--- config.mk ---
export PLATFORM = sky130hd
export DESIGN_NAME = ordered_id_set_with_capacity
export DESIGN_NICKNAME = d
export VERILOG_FILES = /design/src/design/oidset_pkg.sv /design/src/design/oidset_ram.sv /design/src/design/oidset_ctrl.sv /design/src/design/ordered_id_set_with_capacity.sv
export SDC_FILE = /design/constraint.sdc
export NUM_CORES = 1
export LEC_CHECK = 0
export BUFFER_PORTS_ARGS = -buffer_cell sky130_fd_sc_hd__buf_2
export CAP_MARGIN = 10
export CORE_ASPECT_RATIO = 2
export CORE_UTILIZATION = 55
export CTS_CLUSTER_SIZE = 8
export DETAILED_ROUTE_END_ITERATION = 10
export GPL_ROUTABILITY_DRIVEN = 0
export MAX_ROUTING_LAYER = met4
export PLACE_DENSITY_LB_ADDON = 0.15
export SLEW_MARGIN = 0
export SYNTH_ARGS = -nofsm -noshare
export SYNTH_HDL_FRONTEND = slang
export SYNTH_SLANG_ARGS = --single-unit
export TNS_END_PERCENT = 5
--- constraint.sdc ---
create_clock -name clk -period 3.9 [get_ports clk]
set_input_delay 0.195 -clock clk [delete_from_list [all_inputs] [get_ports clk]]
set_output_delay 0.195 -clock clk [all_outputs]
set_load 0.02 [all_outputs]
--- src/design/oidset_pkg.sv ---
// Shared types and constants for the ordered identifier set.
package oidset_pkg;

	localparam int DefTableDepth = 16;
	localparam int DefIdWidth    = 16;
	localparam int CapWidth      = 5;
	localparam int StatusWidth   = 3;
	localparam int CountWidth    = 8;
	localparam int FieldIdWidth  = 16;

	typedef enum logic [1:0] {
		OP_ADD    = 2'd0,
		OP_REMOVE = 2'd1,
		OP_LIST   = 2'd2,
		OP_NONE   = 2'd3
	} op_t;

	typedef enum logic [StatusWidth-1:0] {
		ST_ADDED    = 3'd0,
		ST_PRESENT  = 3'd1,
		ST_FULL     = 3'd2,
		ST_REMOVED  = 3'd3,
		ST_NOTFOUND = 3'd4,
		ST_ENTRY    = 3'd5,
		ST_EMPTY    = 3'd6
	} status_t;

	typedef struct packed {
		status_t                 status;
		logic [FieldIdWidth-1:0] listed_id;
		logic                    last;
	} result_t;

endpackage

--- src/design/oidset_ram.sv ---
// Generic single-port-write, single-port-read RAM with registered read data.
module oidset_ram #(
	parameter int Width = 16,
	parameter int Depth = 16
) (
	input  logic                     clk,
	input  logic                     we,
	input  logic [$clog2(Depth)-1:0] waddr,
	input  logic [Width-1:0]         wdata,
	input  logic [$clog2(Depth)-1:0] raddr,
	output logic [Width-1:0]         rdata
);

	logic [Width-1:0] mem [Depth];

	always_ff @(posedge clk) begin
		if (we) begin
			mem[waddr] <= wdata;
		end
		rdata <= mem[raddr];
	end

endmodule

--- src/design/oidset_ctrl.sv ---
// Sequencer that scans, compacts and lists the identifier memory.
module oidset_ctrl
	import oidset_pkg::*;
#(
	parameter int TableDepth = DefTableDepth,
	parameter int IdWidth    = DefIdWidth
) (
	input  logic                     clk,
	input  logic                     arst_n,
	input  logic                     in_valid,
	output logic                     in_ready,
	input  op_t                      in_op,
	input  logic [IdWidth-1:0]       in_id,
	input  logic [CountWidth-1:0]    in_count,
	input  logic [CapWidth-1:0]      cap_limit,
	output logic                     out_valid,
	input  logic                     out_ready,
	output result_t                  out_res,
	output logic                     mem_we,
	output logic [$clog2(TableDepth+1)-1:0] mem_waddr_w,
	output logic [IdWidth-1:0]       mem_wdata,
	output logic [$clog2(TableDepth+1)-1:0] mem_raddr_w,
	input  logic [IdWidth-1:0]       mem_rdata
);

	localparam int CW = $clog2(TableDepth + 1);

	typedef enum logic [2:0] {
		S_IDLE, S_SCAN, S_SHIFT, S_LIST, S_OUT
	} state_t;

	state_t           state_q;
	op_t              op_q;
	logic [IdWidth-1:0] id_q;
	logic [CW-1:0]    count_q;
	logic [CW-1:0]    idx_q;
	logic [CW-1:0]    n_q;
	logic             rd_pend_q;
	logic             out_valid_q;
	result_t          res_q;
	logic [CW-1:0]    cap_eff;
	logic [CW-1:0]    want_clip;

	always_comb begin
		if (32'(cap_limit) < TableDepth) begin
			cap_eff = CW'(cap_limit);
		end else begin
			cap_eff = CW'(TableDepth);
		end
		if (32'(in_count) < 32'(count_q)) begin
			want_clip = CW'(in_count);
		end else begin
			want_clip = count_q;
		end
	end

	assign in_ready    = (state_q == S_IDLE) && !out_valid_q;
	assign out_valid   = out_valid_q;
	assign out_res     = res_q;
	assign mem_raddr_w = idx_q;
	assign mem_waddr_w = (state_q == S_SHIFT) ? idx_q - CW'(2) : count_q;
	assign mem_wdata   = (state_q == S_SHIFT) ? mem_rdata : id_q;
	assign mem_we      = ((state_q == S_SCAN) && rd_pend_q && op_q == OP_ADD
				&& idx_q == count_q && mem_rdata != id_q)
			|| ((state_q == S_SCAN) && !rd_pend_q && op_q == OP_ADD
				&& count_q == '0)
			|| ((state_q == S_SHIFT) && rd_pend_q);

	always_ff @(posedge clk or negedge arst_n) begin
		if (!arst_n) begin
			state_q     <= S_IDLE;
			count_q     <= '0;
			idx_q       <= '0;
			rd_pend_q   <= 1'b0;
			out_valid_q <= 1'b0;
			op_q        <= OP_NONE;
			id_q        <= '0;
			res_q       <= '0;
			n_q         <= '0;
		end else begin
			case (state_q)
				S_IDLE: begin
					if (in_valid && in_ready) begin
						op_q      <= in_op;
						id_q      <= in_id;
						idx_q     <= '0;
						rd_pend_q <= 1'b0;
						n_q       <= want_clip;
						case (in_op)
							OP_ADD: begin
								if (count_q >= cap_eff) begin
									res_q       <= '{ST_FULL, '0, 1'b1};
									out_valid_q <= 1'b1;
								end else begin
									state_q <= S_SCAN;
								end
							end
							OP_REMOVE: state_q <= S_SCAN;
							OP_LIST: begin
								if (want_clip == '0) begin
									res_q       <= '{ST_EMPTY, '0, 1'b1};
									out_valid_q <= 1'b1;
								end else begin
									state_q <= S_LIST;
								end
							end
							default: state_q <= S_IDLE;
						endcase
					end else if (out_valid_q && out_ready) begin
						out_valid_q <= 1'b0;
					end
				end
				S_SCAN: begin
					if (rd_pend_q && mem_rdata == id_q) begin
						rd_pend_q   <= 1'b0;
						out_valid_q <= (op_q == OP_ADD);
						if (op_q == OP_ADD) begin
							res_q   <= '{ST_PRESENT, '0, 1'b1};
							state_q <= S_OUT;
						end else begin
							state_q <= S_SHIFT;
						end
					end else if (idx_q == count_q && (rd_pend_q || count_q == '0)
							&& !(rd_pend_q && idx_q != count_q)) begin
						rd_pend_q   <= 1'b0;
						out_valid_q <= 1'b1;
						state_q     <= S_OUT;
						if (op_q == OP_ADD) begin
							res_q   <= '{ST_ADDED, '0, 1'b1};
							count_q <= count_q + CW'(1);
						end else begin
							res_q <= '{ST_NOTFOUND, '0, 1'b1};
						end
					end else begin
						rd_pend_q <= 1'b1;
						idx_q     <= idx_q + CW'(1);
					end
				end
				S_SHIFT: begin
					if (idx_q >= count_q) begin
						count_q     <= count_q - CW'(1);
						res_q       <= '{ST_REMOVED, '0, 1'b1};
						out_valid_q <= 1'b1;
						rd_pend_q   <= 1'b0;
						state_q     <= S_OUT;
					end else begin
						rd_pend_q <= 1'b1;
						idx_q     <= idx_q + CW'(1);
					end
				end
				S_LIST: begin
					if (rd_pend_q && (!out_valid_q || out_ready)) begin
						res_q       <= '{ST_ENTRY, FieldIdWidth'(mem_rdata), idx_q == n_q};
						out_valid_q <= 1'b1;
						rd_pend_q   <= 1'b0;
						if (idx_q == n_q) begin
							state_q <= S_OUT;
						end
					end else if (!rd_pend_q && (!out_valid_q || out_ready)) begin
						out_valid_q <= 1'b0;
						rd_pend_q   <= 1'b1;
						idx_q       <= idx_q + CW'(1);
					end
				end
				S_OUT: begin
					if (!out_valid_q || out_ready) begin
						out_valid_q <= 1'b0;
						state_q     <= S_IDLE;
					end
				end
				default: state_q <= S_IDLE;
			endcase
		end
	end

	assert property (@(posedge clk) disable iff (!arst_n)
		32'(count_q) <= TableDepth)
		else $error("entry count exceeds table depth");
	assert property (@(posedge clk) disable iff (!arst_n)
		in_ready |-> !out_valid_q)
		else $error("accepted while a result is pending");
	assert property (@(posedge clk) disable iff (!arst_n)
		(out_valid_q && !out_ready) |=> $stable(res_q))
		else $error("result changed while stalled");

endmodule

--- src/design/ordered_id_set_with_capacity.sv ---
// Top level of the ordered identifier set with configurable capacity.
// Add and remove scan the memory one entry per cycle.
// Remove then compacts the later entries, one per cycle, before its result.
// List reads each entry via its read port, then outputs it; a held result stalls it.
// Results pass a single output register; a new item is taken after it drains.
// Asynchronous reset empties the set and sets the capacity to 16.
module ordered_id_set_with_capacity
	import oidset_pkg::*;
#(
	parameter int TableDepth = DefTableDepth,
	parameter int IdWidth    = DefIdWidth
) (
	input  logic        clk,
	input  logic        arst_n,
	input  logic        s_axis_tvalid,
	output logic        s_axis_tready,
	input  logic [31:0] s_axis_tdata,  // op[1:0], member_id[17:2], list_count[25:18]
	output logic        m_axis_tvalid,
	input  logic        m_axis_tready,
	output logic [23:0] m_axis_tdata,  // status[2:0], listed_id[18:3]
	output logic        m_axis_tlast,
	input  logic        cfg_we,
	input  logic [4:0]  cfg_wdata
);

	localparam int CW = $clog2(TableDepth + 1);
	localparam int AW = $clog2(TableDepth);

	logic [CapWidth-1:0] cap_q;
	logic                mem_we;
	logic [CW-1:0]       mem_waddr;
	logic [CW-1:0]       mem_raddr;
	logic [IdWidth-1:0]  mem_wdata;
	logic [IdWidth-1:0]  mem_rdata;
	result_t             res;

	always_ff @(posedge clk or negedge arst_n) begin
		if (!arst_n) begin
			cap_q <= CapWidth'(16);
		end else if (cfg_we) begin
			cap_q <= cfg_wdata;
		end
	end

	oidset_ctrl #(.TableDepth(TableDepth), .IdWidth(IdWidth)) u_ctrl (
		.clk, .arst_n,
		.in_valid (s_axis_tvalid),
		.in_ready (s_axis_tready),
		.in_op    (op_t'(s_axis_tdata[1:0])),
		.in_id    (IdWidth'(s_axis_tdata[17:2])),
		.in_count (s_axis_tdata[25:18]),
		.cap_limit(cap_q),
		.out_valid(m_axis_tvalid),
		.out_ready(m_axis_tready),
		.out_res  (res),
		.mem_we,
		.mem_waddr_w(mem_waddr),
		.mem_wdata,
		.mem_raddr_w(mem_raddr),
		.mem_rdata
	);

	oidset_ram #(.Width(IdWidth), .Depth(TableDepth)) u_ram (
		.clk,
		.we   (mem_we),
		.waddr(mem_waddr[AW-1:0]),
		.wdata(mem_wdata),
		.raddr(mem_raddr[AW-1:0]),
		.rdata(mem_rdata)
	);

	assign m_axis_tdata = {5'd0, res.listed_id, res.status};
	assign m_axis_tlast = res.last;

endmodule
==> results.ini <==
[clock_tree]
cts-buffers-inserted = 47
htree_levels = 2
cts_max_path_buffers = 3
cts.sinks = 335
ctsResizeCount = 0
clk_latency_ns = 0.55
post_cts_buffers = 0
postCtsHoldBufs = 30
root_buffer = clkbuf_16
clk_pin_slew_ns = 0.05
cts_tree = built

[floorplanning]
die_area_sq_um = 26100
die_x_um = 115
rows = 82
start_util_pct = 55.9
die_h_um = 228
pin_count = 69
coreArea_sq_um = 25000

[sta]
finalMaxSlewViolations = 0
slew_headroom_pct = 22.5
max_clock_freq_mhz = 286
fin_crit_ns = 3.50
finClkSkew_ns = 0.0184
layout_worst_path_cycle_share_pct = 89.7
setup_viol = 0
setup_tns_ns = 0
fin_hold_ws_ns = 0.0142
tightestPinTransition_ns = 1.16
hold_viol = 0
rsz0062_at_grt = no

[routing]
viasPerCell = 5.90
drt.antenna.violating_nets = 0
firstDrtPassIters = 4
vias = 8029
first_iter_violations = 672
drc = 0
finalWirelength_um = 33400
wire_per_inst_um = 24.5

[global_routing]
grt_pass1_vias = 8805
grt_usage_pct = 27.9
grt_overflow_total = 0
grt_pass1_wl_um = 50500
antenna_found_initial = 1
grt_max_degree = 72

[synth]
yosys-top-cells-area = edfxtp_1 (55%), mux4_2 (13%), dfrtp_1 (11%)
ys_async_sr_fraction_pct = 18.8
ys_warn_count = 0
syn_area_sq_um = 14000
synth.avg_cell_area_sq_um = 16.2
netlist.top_cell.by_area = edfxtp_1
synth-seq-cells = 335
ys_seq_area_share_pct = 68.5
syn-instance-count = 863
synth_top_area_share_pct = 54.9
ys.flop_type = edfxtp_1
synth-edff-count = 256
synth_cell_types = 59

[flow_run]
drv_cap = 0

[critical_path]
critPathMaxFanout = 11
crit_type = reg2reg
startpoint_type = flip-flop
slowest_stage = nor4_4
crit_chain = inv_1 > ha_1 > or4_4 > a21oi_4 > mux2_4 > nor2_1 > nor4_4 > buf_4 > mux2_1
arrival_ns = 3.92
max_stage_delay_ns = 0.80
worstPathRequired_ns = 4.32
critPathCaptureType = flip-flop

[power_and_ir_drop]
power_density_nw_per_um2 = 733
p_total_w = 0.0120
power_leakage_nw = 6.01
peakVddDrop_mv = 0.376

[finish]
fin_area_sq_um = 16400
drive_above_1_share_pct = 24.6
final_cell_mix = edfxtp_1 (256), nand2_1 (144), mux4_2 (80)
fin_util_pct = 65.6
layout.nets = 1059
syn_to_final_growth_pct = 17.3
final_common_cell = edfxtp_1
nFillCells = 1779

[place]
port_buffers = 57
placedInstanceArea_sq_um = 14800
dp_hpwl_um = 20300

[outcome]
outcome = finished, final reports clean

[min_path]
hold_path.class = in2reg

[per-layer routing]
metal | part of all wire, % | GRT usage (%)
met1 | 34 | 28.7
met2 | 54 | 49.2
met3 | 5.3 | 4.38
met4 | 6.5 | 17.9
met5 | 0 | -
[flip-flops by register name, summed over array words and instances, names as in the netlist]
name,flops
u_ram.mem,256
u_ctrl.out_res,20
u_ctrl.id_q,16
u_ram.rdata,16
cap_q,5
u_ctrl.count_q,5
u_ctrl.mem_raddr_w,5
u_ctrl.n_q,5
u_ctrl.state_q,3
u_ctrl.op_q,2
u_ctrl.out_valid,1
u_ctrl.rd_pend_q,1
[final timing paths]
kind / start / to / slack (ns) / depth (start not counted)
worst max-delay path: u_ctrl.count_q[4] / u_ctrl.out_res[0] / 0.40 / 9
worst min-delay path: cfg_we / cap_q[2] / 0.01 / 2
worst max register to register: u_ctrl.count_q[4] / u_ctrl.out_res[0] / 0.40 / 9
worst min register to register: u_ctrl.op_q[1] / u_ctrl.op_q[1] / 0.47 / 2
max in group asynchronous: arst_n / u_ctrl.op_q[1] / 2.68 / 3
min in group asynchronous: arst_n / u_ctrl.count_q[1] / 0.27 / 2
[report_power, final]
group	switching [W]	total (W)	internal, W
logic	0.00198	0.00329	0.00131
registers	0.000342	0.00506	0.00472
clock network	0.00143	0.00369	0.00226
[critical path, delay by kind of cell, from the launching register on]
kind	cells	cell delay, ns
AO/OA/AOI/OAI	1	0.27
adder cells (fa/ha/maj)	1	0.20
buffers and inverters	2	0.48
flip-flops	1	0.40
multiplexers	2	0.60
AND/OR/NAND/NOR	3	1.42
[cell type report]
class,instances,area [sq um],area share [%]
Antenna cell,1,2.50,0.0152
Clock buffer,76,1310,7.95
Clock inverter,2,25.0,0.152
Inverter,33,124,0.754
Multi-Input combinational cell,457,4110,25.0
Sequential cell,335,9590,58.4
Tap cell,336,420,2.56
Timing Repair Buffer,122,848,5.16
[synth_stat cells, types with 4 or more instances]
master    count
a21o_1        6
a21oi_1      16
buf_1        10
buf_4         5
clkbuf_1     22
dfrtp_1      60
dfxtp_1      16
edfxtp_1    256
ha_1         20
inv_1        32
mux2_2        4
mux2_4        7
mux2i_1      21
mux4_2       80
nand2_1     144
nand2b_1     11
nand3_1       9
nor2_1       31
nor2b_1       4
nor4_1        4
o21ai_0      20
or3_1         4
xnor2_1       7
xor2_1       20
[through the flow]
step                      setup slack (ns)  cells
final                                0.402   1362
after global routing                 0.241   1362
after CTS                            0.430   1361
after detailed placement             0.427   1253
after global placement               0.520   1253
after floorplan                      0.617    867
[kinds of logic (layout without fill, tap and decap cells)]
kind of cell	count (synthesis)	in the layout	share of synthesized area, %
fa+ha+maj	21	21	1.93
compound gates	66	66	3.06
mux	113	113	15.5
simple gates	225	225	7.04
flops	335	335	68.5
xor+xnor	27	27	1.69
other cells	1	6	0.0268
buf+inv	75	233	2.28
Power figures use the tool's default switching activity.
